==> src/rtl/ppm_pkg.sv <==
package ppm_pkg;

  // fixed field widths
  localparam int unsigned PIN_W      = 8;
  localparam int unsigned SAMPLE_W   = 10;
  localparam int unsigned SMP_W      = 16;
  localparam int unsigned VOLT_W     = 13;
  localparam int unsigned CFG_W      = 16;
  localparam int unsigned CFG_IDX_W  = 1;
  localparam int unsigned MS_W       = 32;

  // defaults for the top level parameters
  localparam int unsigned DEF_MAX_CHANNELS = 16;
  localparam int unsigned DEF_ADC_BITS     = 10;

  // register reset values and saturation limit
  localparam logic [CFG_W-1:0]  POLL_RST = 16'd2000;
  localparam logic [CFG_W-1:0]  WIN_RST  = 16'd500;
  localparam logic [VOLT_W-1:0] VOLT_MAX = 13'd8191;

  typedef enum logic [1:0] {
    REQ_REGISTER = 2'd0,
    REQ_READ     = 2'd1,
    REQ_SAMPLE   = 2'd2,
    REQ_TICK     = 2'd3
  } req_type_e;

  typedef enum logic [CFG_IDX_W-1:0] {
    CFG_POLL_PERIOD   = 1'b0,
    CFG_SAMPLE_WINDOW = 1'b1
  } cfg_idx_e;

  // token travelling along the cell row
  typedef struct packed {
    logic              vld;
    req_type_e         op;
    logic [PIN_W-1:0]  pin;
    logic [SMP_W-1:0]  smp;
    logic              smp_en;
    logic              found;
    logic              valid_res;
    logic [VOLT_W-1:0] volts;
  } ppm_tok_t;

  // window events broadcast to every cell
  typedef struct packed {
    logic open;
    logic close;
  } ppm_win_t;

endpackage

==> src/rtl/ppm_if.sv <==
interface ppm_req_if;
  logic                        valid;
  logic                        ready;
  logic [1:0]                  req_type;
  logic [ppm_pkg::PIN_W-1:0]   pin;
  logic [ppm_pkg::SAMPLE_W-1:0] sample;

  modport source (output valid, req_type, pin, sample, input ready);
  modport sink   (input valid, req_type, pin, sample, output ready);
endinterface

interface ppm_res_if;
  logic                       valid;
  logic                       ready;
  logic                       found;
  logic                       valid_res;
  logic [ppm_pkg::VOLT_W-1:0] volts_q10;

  modport source (output valid, found, valid_res, volts_q10, input ready);
  modport sink   (input valid, found, valid_res, volts_q10, output ready);
endinterface

interface ppm_cfg_if;
  logic                          valid;
  logic                          ready;
  logic [ppm_pkg::CFG_IDX_W-1:0] index;
  logic [ppm_pkg::CFG_W-1:0]     data;

  modport source (output valid, index, data, input ready);
  modport sink   (input valid, index, data, output ready);
endinterface

==> src/rtl/multichannel_peak_to_peak_monitor.sv <==
// register, read and sample requests walk the row of MAX_CHANNELS cells one cell
//   per cycle while the row is not stalled; a new request, tick included, is taken
//   only once the previous one has left the row
// tick requests do not enter the row; a held read result stalls the row
// reset: asynchronous, active low; table empty, timer and window cleared,
//   poll period 2000, sample window 500; no clearing pass
module multichannel_peak_to_peak_monitor #(
  parameter int unsigned MAX_CHANNELS = ppm_pkg::DEF_MAX_CHANNELS,
  parameter int unsigned ADC_BITS     = ppm_pkg::DEF_ADC_BITS
) (
  input  logic      clk_i,
  input  logic      rst_ni,
  ppm_req_if.sink   req_i,
  ppm_res_if.source res_o,
  ppm_cfg_if.sink   cfg_i
);
  import ppm_pkg::*;

  ppm_tok_t tok [MAX_CHANNELS+1];
  ppm_win_t win;
  logic     adv;

  // sequencing, timer and result register
  ppm_ctrl u_ctrl (
    .clk_i  (clk_i),
    .rst_ni (rst_ni),
    .req_i  (req_i),
    .res_o  (res_o),
    .cfg_i  (cfg_i),
    .tok_o  (tok[0]),
    .tail_i (tok[MAX_CHANNELS]),
    .adv_o  (adv),
    .win_o  (win)
  );

  // row of channel cells
  for (genvar g = 0; g < MAX_CHANNELS; g++) begin : g_cell
    ppm_cell #(
      .ADC_BITS (ADC_BITS)
    ) u_cell (
      .clk_i  (clk_i),
      .rst_ni (rst_ni),
      .en_i   (adv),
      .win_i  (win),
      .tok_i  (tok[g]),
      .tok_o  (tok[g+1])
    );
  end

endmodule

==> src/rtl/ppm_cell.sv <==
module ppm_cell #(
  parameter int unsigned ADC_BITS = ppm_pkg::DEF_ADC_BITS
) (
  input  logic              clk_i,
  input  logic              rst_ni,
  input  logic              en_i,
  input  ppm_pkg::ppm_win_t win_i,
  input  ppm_pkg::ppm_tok_t tok_i,
  output ppm_pkg::ppm_tok_t tok_o
);
  import ppm_pkg::*;

  localparam int unsigned MW = ADC_BITS + 1;
  localparam int unsigned PW = (ADC_BITS + 3 > VOLT_W) ? ADC_BITS + 3 : VOLT_W;
  localparam logic [MW-1:0] MinRst = {1'b1, {ADC_BITS{1'b0}}};

  logic              occ_q, occ_d;
  logic [PIN_W-1:0]  pin_q, pin_d;
  logic [MW-1:0]     min_q, min_d;
  logic [ADC_BITS-1:0] max_q, max_d;
  logic              rval_q, rval_d;
  logic [VOLT_W-1:0] volts_q, volts_d;
  ppm_tok_t          tok_q, tok_d;
  logic              tok_vld_q;

  logic                hit;
  logic [ADC_BITS-1:0] smp;
  logic [MW-1:0]       max_ext;
  logic [MW-1:0]       diff;
  logic [PW-1:0]       prod;
  logic [VOLT_W-1:0]   volts_new;

  // peak-to-peak of this channel, times five, clamped
  always_comb begin
    max_ext = {1'b0, max_q};
    diff    = max_ext - min_q;
    prod    = (PW'(diff[ADC_BITS-1:0]) << 2) + PW'(diff[ADC_BITS-1:0]);
    if (max_ext <= min_q) begin
      volts_new = '0;
    end else if (prod > PW'(VOLT_MAX)) begin
      volts_new = VOLT_MAX;
    end else begin
      volts_new = prod[VOLT_W-1:0];
    end
  end

  // channel update and token hand-over
  always_comb begin
    occ_d   = occ_q;
    pin_d   = pin_q;
    min_d   = min_q;
    max_d   = max_q;
    rval_d  = rval_q;
    volts_d = volts_q;
    tok_d   = tok_i;
    hit     = occ_q && (tok_i.pin == pin_q);
    smp     = tok_i.smp[ADC_BITS-1:0];

    if (win_i.close && occ_q) begin
      rval_d  = 1'b1;
      volts_d = volts_new;
    end
    if (win_i.open) begin
      min_d = MinRst;
      max_d = '0;
    end

    if (en_i && tok_i.vld) begin
      case (tok_i.op)
        REQ_REGISTER: begin
          // first free cell takes a pin that no earlier cell holds
          if (!occ_q && !tok_i.found) begin
            occ_d       = 1'b1;
            pin_d       = tok_i.pin;
            rval_d      = 1'b0;
            volts_d     = '0;
            min_d       = MinRst;
            max_d       = '0;
            tok_d.found = 1'b1;
          end else if (hit) begin
            tok_d.found = 1'b1;
          end
        end
        REQ_READ: begin
          if (hit) begin
            tok_d.found     = 1'b1;
            tok_d.valid_res = rval_q;
            tok_d.volts     = volts_q;
          end
        end
        REQ_SAMPLE: begin
          if (hit && tok_i.smp_en) begin
            if (smp > max_q) begin
              max_d = smp;
            end
            if ({1'b0, smp} < min_q) begin
              min_d = {1'b0, smp};
            end
          end
        end
        default: begin
        end
      endcase
    end
  end

  // control state
  always_ff @(posedge clk_i or negedge rst_ni) begin
    if (!rst_ni) begin
      occ_q     <= 1'b0;
      rval_q    <= 1'b0;
      tok_vld_q <= 1'b0;
    end else begin
      occ_q  <= occ_d;
      rval_q <= rval_d;
      if (en_i) begin
        tok_vld_q <= tok_d.vld;
      end
    end
  end

  // payload
  always_ff @(posedge clk_i) begin
    pin_q   <= pin_d;
    min_q   <= min_d;
    max_q   <= max_d;
    volts_q <= volts_d;
    if (en_i) begin
      tok_q <= tok_d;
    end
  end

  // outgoing token with its reset valid bit
  always_comb begin
    tok_o     = tok_q;
    tok_o.vld = tok_vld_q;
  end

endmodule

==> src/rtl/ppm_ctrl.sv <==
module ppm_ctrl (
  input  logic              clk_i,
  input  logic              rst_ni,
  ppm_req_if.sink           req_i,
  ppm_res_if.source         res_o,
  ppm_cfg_if.sink           cfg_i,
  output ppm_pkg::ppm_tok_t tok_o,
  input  ppm_pkg::ppm_tok_t tail_i,
  output logic              adv_o,
  output ppm_pkg::ppm_win_t win_o
);
  import ppm_pkg::*;

  logic [CFG_W-1:0]  poll_q, poll_d;
  logic [CFG_W-1:0]  swin_q, swin_d;
  logic [MS_W-1:0]   ms_q, ms_d;
  logic [MS_W-1:0]   wstart_q, wstart_d;
  logic              inwin_q, inwin_d;
  logic [PIN_W-1:0]  sel_q, sel_d;
  logic              busy_q, busy_d;
  logic              ovld_q, ovld_d;
  logic              ofound_q, ofound_d;
  logic              ovalid_q, ovalid_d;
  logic [VOLT_W-1:0] ovolts_q, ovolts_d;

  req_type_e         op;
  logic              acc;
  logic              tick;
  logic [MS_W-1:0]   ms_inc;
  logic [MS_W-1:0]   el_now;
  logic [MS_W-1:0]   el_tick;
  logic              close_w;
  logic              open_w;
  logic              tail_read;
  logic              load_out;

  assign op    = req_type_e'(req_i.req_type);
  assign req_i.ready = !busy_q;
  assign acc   = req_i.valid && req_i.ready;
  assign tick  = acc && (op == REQ_TICK);
  assign cfg_i.ready = 1'b1;

  // window timing
  always_comb begin
    ms_inc  = ms_q + MS_W'(1);
    el_now  = ms_q - wstart_q;
    el_tick = ms_inc - wstart_q;
    close_w = tick && inwin_q && (el_tick >= MS_W'(swin_q));
    open_w  = tick && !(inwin_q && !close_w) && (el_tick > MS_W'(poll_q));
  end

  assign win_o.open  = open_w;
  assign win_o.close = close_w;

  // token into the first cell
  always_comb begin
    tok_o.vld       = acc && (op != REQ_TICK);
    tok_o.op        = op;
    tok_o.pin       = (op == REQ_READ) ? sel_q : req_i.pin;
    tok_o.smp       = SMP_W'(req_i.sample);
    tok_o.smp_en    = inwin_q && (el_now < MS_W'(swin_q));
    tok_o.found     = 1'b0;
    tok_o.valid_res = 1'b0;
    tok_o.volts     = '0;
  end

  // row holds while a read result cannot leave
  assign tail_read = tail_i.vld && (tail_i.op == REQ_READ);
  assign adv_o     = !(tail_read && ovld_q && !res_o.ready);
  assign load_out  = tail_read && adv_o;

  // next state
  always_comb begin
    poll_d   = poll_q;
    swin_d   = swin_q;
    ms_d     = ms_q;
    wstart_d = wstart_q;
    inwin_d  = inwin_q;
    sel_d    = sel_q;
    busy_d   = busy_q;
    ovld_d   = ovld_q;
    ofound_d = ofound_q;
    ovalid_d = ovalid_q;
    ovolts_d = ovolts_q;

    if (cfg_i.valid && cfg_i.ready) begin
      case (cfg_idx_e'(cfg_i.index))
        CFG_POLL_PERIOD:   poll_d = cfg_i.data;
        CFG_SAMPLE_WINDOW: swin_d = cfg_i.data;
        default: begin
        end
      endcase
    end

    if (tick) begin
      ms_d = ms_inc;
      if (close_w) begin
        inwin_d = 1'b0;
      end
      if (open_w) begin
        inwin_d  = 1'b1;
        wstart_d = ms_inc;
      end
    end

    if (acc && (op == REQ_REGISTER)) begin
      sel_d = req_i.pin;
    end

    if (tok_o.vld) begin
      busy_d = 1'b1;
    end else if (tail_i.vld && adv_o) begin
      busy_d = 1'b0;
    end

    if (res_o.ready) begin
      ovld_d = 1'b0;
    end
    if (load_out) begin
      ovld_d   = 1'b1;
      ofound_d = tail_i.found;
      ovalid_d = tail_i.valid_res;
      ovolts_d = tail_i.volts;
    end
  end

  // control state
  always_ff @(posedge clk_i or negedge rst_ni) begin
    if (!rst_ni) begin
      poll_q   <= POLL_RST;
      swin_q   <= WIN_RST;
      ms_q     <= '0;
      wstart_q <= '0;
      inwin_q  <= 1'b0;
      sel_q    <= '0;
      busy_q   <= 1'b0;
      ovld_q   <= 1'b0;
    end else begin
      poll_q   <= poll_d;
      swin_q   <= swin_d;
      ms_q     <= ms_d;
      wstart_q <= wstart_d;
      inwin_q  <= inwin_d;
      sel_q    <= sel_d;
      busy_q   <= busy_d;
      ovld_q   <= ovld_d;
    end
  end

  // result payload
  always_ff @(posedge clk_i) begin
    ofound_q <= ofound_d;
    ovalid_q <= ovalid_d;
    ovolts_q <= ovolts_d;
  end

  assign res_o.valid     = ovld_q;
  assign res_o.found     = ofound_q;
  assign res_o.valid_res = ovalid_q;
  assign res_o.volts_q10 = ovolts_q;

endmodule

==> src/flat_wrapper.sv <==
// flat-port wrapper written by rule: the top's interface ports become plain ports
module multichannel_peak_to_peak_monitor_flat import ppm_pkg::*;
#(
  parameter int unsigned MAX_CHANNELS = ppm_pkg::DEF_MAX_CHANNELS,
  parameter int unsigned ADC_BITS     = ppm_pkg::DEF_ADC_BITS
)
  (clk_i, rst_ni, req_i_valid, req_i_req_type, req_i_pin, req_i_sample, req_i_ready, res_o_valid, res_o_found, res_o_valid_res, res_o_volts_q10, res_o_ready, cfg_i_valid, cfg_i_index, cfg_i_data, cfg_i_ready);
  ppm_req_if req_i_i ();
  ppm_res_if res_o_i ();
  ppm_cfg_if cfg_i_i ();
  input  logic clk_i;
  input  logic rst_ni;
  input wire logic [$bits(req_i_i.valid)-1:0] req_i_valid;
  input wire logic [$bits(req_i_i.req_type)-1:0] req_i_req_type;
  input wire logic [$bits(req_i_i.pin)-1:0] req_i_pin;
  input wire logic [$bits(req_i_i.sample)-1:0] req_i_sample;
  output wire logic [$bits(req_i_i.ready)-1:0] req_i_ready;
  output wire logic [$bits(res_o_i.valid)-1:0] res_o_valid;
  output wire logic [$bits(res_o_i.found)-1:0] res_o_found;
  output wire logic [$bits(res_o_i.valid_res)-1:0] res_o_valid_res;
  output wire logic [$bits(res_o_i.volts_q10)-1:0] res_o_volts_q10;
  input wire logic [$bits(res_o_i.ready)-1:0] res_o_ready;
  input wire logic [$bits(cfg_i_i.valid)-1:0] cfg_i_valid;
  input wire logic [$bits(cfg_i_i.index)-1:0] cfg_i_index;
  input wire logic [$bits(cfg_i_i.data)-1:0] cfg_i_data;
  output wire logic [$bits(cfg_i_i.ready)-1:0] cfg_i_ready;
  assign req_i_i.valid = req_i_valid;
  assign req_i_i.req_type = req_i_req_type;
  assign req_i_i.pin = req_i_pin;
  assign req_i_i.sample = req_i_sample;
  assign req_i_ready = req_i_i.ready;
  assign res_o_valid = res_o_i.valid;
  assign res_o_found = res_o_i.found;
  assign res_o_valid_res = res_o_i.valid_res;
  assign res_o_volts_q10 = res_o_i.volts_q10;
  assign res_o_i.ready = res_o_ready;
  assign cfg_i_i.valid = cfg_i_valid;
  assign cfg_i_i.index = cfg_i_index;
  assign cfg_i_i.data = cfg_i_data;
  assign cfg_i_ready = cfg_i_i.ready;
  multichannel_peak_to_peak_monitor #(.MAX_CHANNELS(MAX_CHANNELS), .ADC_BITS(ADC_BITS)) u_core (.clk_i(clk_i), .rst_ni(rst_ni), .req_i(req_i_i), .res_o(res_o_i), .cfg_i(cfg_i_i));
endmodule
==> config.mk <==
export PLATFORM = sky130hd
export DESIGN_NAME = multichannel_peak_to_peak_monitor_flat
export DESIGN_NICKNAME = d
export VERILOG_FILES = /design/src/rtl/ppm_pkg.sv /design/src/rtl/ppm_if.sv /design/src/rtl/multichannel_peak_to_peak_monitor.sv /design/src/rtl/ppm_cell.sv /design/src/rtl/ppm_ctrl.sv /design/src/flat_wrapper.sv
export SDC_FILE = /design/constraint.sdc
export NUM_CORES = 2
export LEC_CHECK = 0
export BUFFER_PORTS_ARGS = -buffer_cell sky130_fd_sc_hd__buf_2
export CORE_ASPECT_RATIO = 0.5
export CORE_UTILIZATION = 58
export DETAILED_ROUTE_END_ITERATION = 7
export PLACE_DENSITY = 0.77
export SLEW_MARGIN = 15
export SYNTH_ARGS = -nofsm -noshare
export SYNTH_HDL_FRONTEND = slang
export SYNTH_SLANG_ARGS = --single-unit
==> constraint.sdc <==
create_clock -name clk_i -period 18.75 [get_ports clk_i]
set_input_delay 1.875 -clock clk_i [delete_from_list [all_inputs] [get_ports clk_i]]
set_output_delay 1.875 -clock clk_i [all_outputs]
set_load 0.01 [all_outputs]
==> metrics.md <==
| Metric | Value |
|---|---|
| Share of cells above drive strength 1 | `8.67%` |
| Nets@finish | `8,052` |
| Vias in the first global route | `51,938` |
| Worst r2r src | `u_core.u_ctrl.ms_q[1]` |
| Endpoints failing setup | `0` |
| GR Overflow Total | `0` |
| Routability Congestion | `0.931` |
| Asr flop ratio synth | `11.1%` |
| Leak pwr | `0.0341 uW` |
| Post-synthesis register bit count | `1,399` |
| Max cap viols | `0` |
| Fin crit share | `42.9%` |
| Die Y | `258 um` |
| R2r setup slk | `10.70 ns` |
| Critical path startpoint category | `flop` |
| Sink Count | `1,399` |
| Clk_skew | `0.0346 ns` |
| Gate Count Post-Synth | `7,259` |
| Vias/cell | `5.88` |
| First-pass GRT wire length | `277,000 um` |
| Starting Density | `58.7%` |
| Clk_lat worst skew | `0.77 ns` |
| Crit path DAT | `8.76 ns` |
| Layout area overhead | `8.08%` |
| Core Area | `0.129 mm^2` |
| Commonest non-fill, non-tap cells in the layout | `702 x ha_1, 700 x edfxtp_1, 632 x inv_1, 544 x dfxtp_1, 477 x a21oi_1` |
| Setup TNS | `0 ns` |
| All-Layer GR Usage | `25.9%` |
| TritonCTS clock tree | `done` |
| Seq/Total Area, Yosys | `47.1%` |
| Max Fanout on Critical Path | `69` |
| WL/cell | `18.9 um` |
| Row count | `93` |
| Mapped Area | `0.0759 mm^2` |
| Number of synthesized flops with an enable pin | `700` |
| Max VDD drop | `77.7 uV` |
| DRT antenna net count | `0` |
| RSZ-0062 raised after global routing | `no` |
| DP HPWL | `127,000 um` |
| Met3 WL | `8880 um` |
| Setup Crit Path Kind | `reg2reg` |
| Hold Slack | `0.418 ns` |
| Max Clk Rate | `124 MHz` |
| Max Root-Sink Buffers | `3` |
| Via Count | `53,796` |
| DR WL met2 | `79,900 um` |
| Max-slew violations | `0` |
| I/O pin count | `60` |
| Final Util | `63.5%` |
| Post-CTS Setup Bufs | `0` |
| Initial antenna violation count | `6` |
| Root buf cell | `clkbuf_16` |
| Synth top area share | `27.7%` |
| Hold Startpoint | `u_core.g_cell[15].u_cell.tok_o[10]` |
| Top post-synthesis cells by area | `edfxtp_1 28%, dfxtp_1 14%, ha_1 12%` |
| DRC | `0` |
| Slew @ Worst Pin | `1.18 ns` |
| Hold Violations, Final | `0` |
| Hold-critical path depth | `0` |
| Crit end category | `flop` |
| Reg2reg path depth | `24` |
| Post-synth cell types | `105` |
| Die width | `514 um` |
| Highest routed layer | `met4` |
| 1st-iter DRT viols | `4,350` |
| Hold Path End | `u_core.u_ctrl.res_o.volts_q10[10]` |
| Largest net degree at the start of global routing | `127` |
| Non-filler instance count after layout | `9,142` |
| HP Class | `reg2reg` |
| Syn Nets | `8,037` |
| Die area | `0.132 mm^2` |
| PwrDens | `97.7 mW/mm^2` |
| Placed cells | `8,909` |
| Drt total wl | `173,000 um` |
| Met1 Wirelength | `79,200 um` |
| Final Critical Period | `8.05 ns` |
| Worst endpoint required time | `19.46 ns` |
| Number of buffers created by CTS | `120` |
| Commonest non-fill, non-tap cell in the layout | `ha_1` |
| Reg clk slew, reported paths | `0.07 ns` |
| Post-CTS Resized | `0` |
| Worst r2r dst | `u_core.g_cell[15].u_cell.max_q[6]` |
| Syn Area/Cell | `10.5 um^2` |
| Number of port buffers | `58` |
| Cell taking the most area after synthesis | `edfxtp_1` |
| Main flop type after synthesis | `edfxtp_1` |
| Synthesis Warnings | `0` |
| H-tree levels | `3` |
| Outcome | `finished clean` |
| Cts hold-fix bufs | `0` |
| TritonRoute pass-1 iters | `6` |
| Worst slew margin | `20.9%` |
-- final cells by class --
class                      instances  area, um^2
fill                           10152       47200
antenna                            3        7.51
clock inverter                    69         827
tap                             1757        2200
timing repair buffer             101         634
inverter                         638        2400
multi-input combinational       5014       36800
clock buffer                     161        3390
sequential                      1399       35800
-- metrics by stage --
| stage | cell area (um^2) | setup slack [ns] | total power (uW) |
|---|---|---|---|
| after floorplan | 75900 | 7.28 | 4970 |
| after global placement | 77800 | 11.05 | 5350 |
| after detailed placement | 77800 | 10.87 | 5400 |
| after CTS | 82000 | 10.80 | 8050 |
| after global routing | 82100 | 10.22 | 8430 |
| final | 82100 | 10.70 | 8020 |
-- cell families (layout without fill, tap and decap cells) --
logic type	Yosys count	in the layout	share of synthesized area (%)
compound gates	1816	1816	15.7
flops	1399	1399	47.1
simple gates	1776	1776	11.5
other cells	1	4	0.00494
mux	255	255	3.77
fa+ha+maj	736	736	12.5
buf+inv	846	969	4.46
xor+xnor	430	430	4.96
-- Yosys cell counts, types with 69 or more instances --
library cell    n
nor2_1        376
xor2_1        191
nand4_1       105
edfxtp_1      700
inv_1         633
a21o_1        170
dfrtp_1       143
nor2b_1       121
o21ai_0       397
o21bai_1       69
nand2b_1       74
nor3_1         80
nand3_1       331
a22o_1        173
a21oi_1       477
mux2_2        249
ha_1          702
xnor2_1       239
o31ai_1       144
nand2_1       470
dfxtp_1       544
clkbuf_1      123
-- power by group --
group	internal, uW	total [uW]	switching [uW]
sequential	3380	3550	165
clock	1460	2650	1190
combinational	775	1820	1040
total	5620	8020	2400
-- metal layers --
metal / global-route usage (%) / vias up
met5: 0 / -
met4: 7.53 / 0
li1: - / 26431
met3: 3.63 / 284
met2: 42.4 / 1341
met1: 35.8 / 25740
-- sequential cells by signal (all words and copies together) (netlist names), 32 cells and up --
name	flops
u_core.g_cell.u_cell.pin_q	128
u_core.g_cell.u_cell.min_q	176
u_core.g_cell.u_cell.tok_o	557
u_core.u_ctrl.wstart_q	32
u_core.g_cell.u_cell.max_q	160
u_core.g_cell.u_cell.volts_q	208
u_core.u_ctrl.ms_q	32
-- worst max path at each step --
stage                     depth (start not counted)                   from                                end  slack [ns]
after floorplan                                   8            res_o_ready  u_core.g_cell[12].u_cell.max_q[0]        7.28
after global placement                           24  u_core.u_ctrl.ms_q[1]  u_core.g_cell[15].u_cell.max_q[1]       11.05
after detailed placement                         24  u_core.u_ctrl.ms_q[1]  u_core.g_cell[15].u_cell.max_q[3]       10.87
after CTS                                        24  u_core.u_ctrl.ms_q[1]  u_core.g_cell[15].u_cell.max_q[5]       10.80
after global routing                             24  u_core.u_ctrl.ms_q[1]  u_core.g_cell[15].u_cell.max_q[5]       10.22
final                                            24  u_core.u_ctrl.ms_q[1]  u_core.g_cell[15].u_cell.max_q[6]       10.70
-- critical path, cell delays in order, from the launching register on --
cell	delay [ns]
dfrtp_1	0.49
ha_1	0.27
nand3_1	0.16
nor2_1	0.28
nand3_1	0.22
nor2_1	0.27
and3_1	0.29
and2_1	0.24
nand4_1	0.21
nor2_1	0.17
xor2_1	0.21
ha_1	0.37
nand2b_1	0.20
o22ai_1	0.11
a211o_1	0.25
nor4_1	0.25
o2111ai_1	0.19
a2111oi_1	0.48
o2111ai_1	0.32
nor4_4	0.32
nand2b_4	0.56
buf_4	0.76
buf_4	0.66
and2_1	0.39
a22o_1	0.19
(Power assumes the default switching activity.)
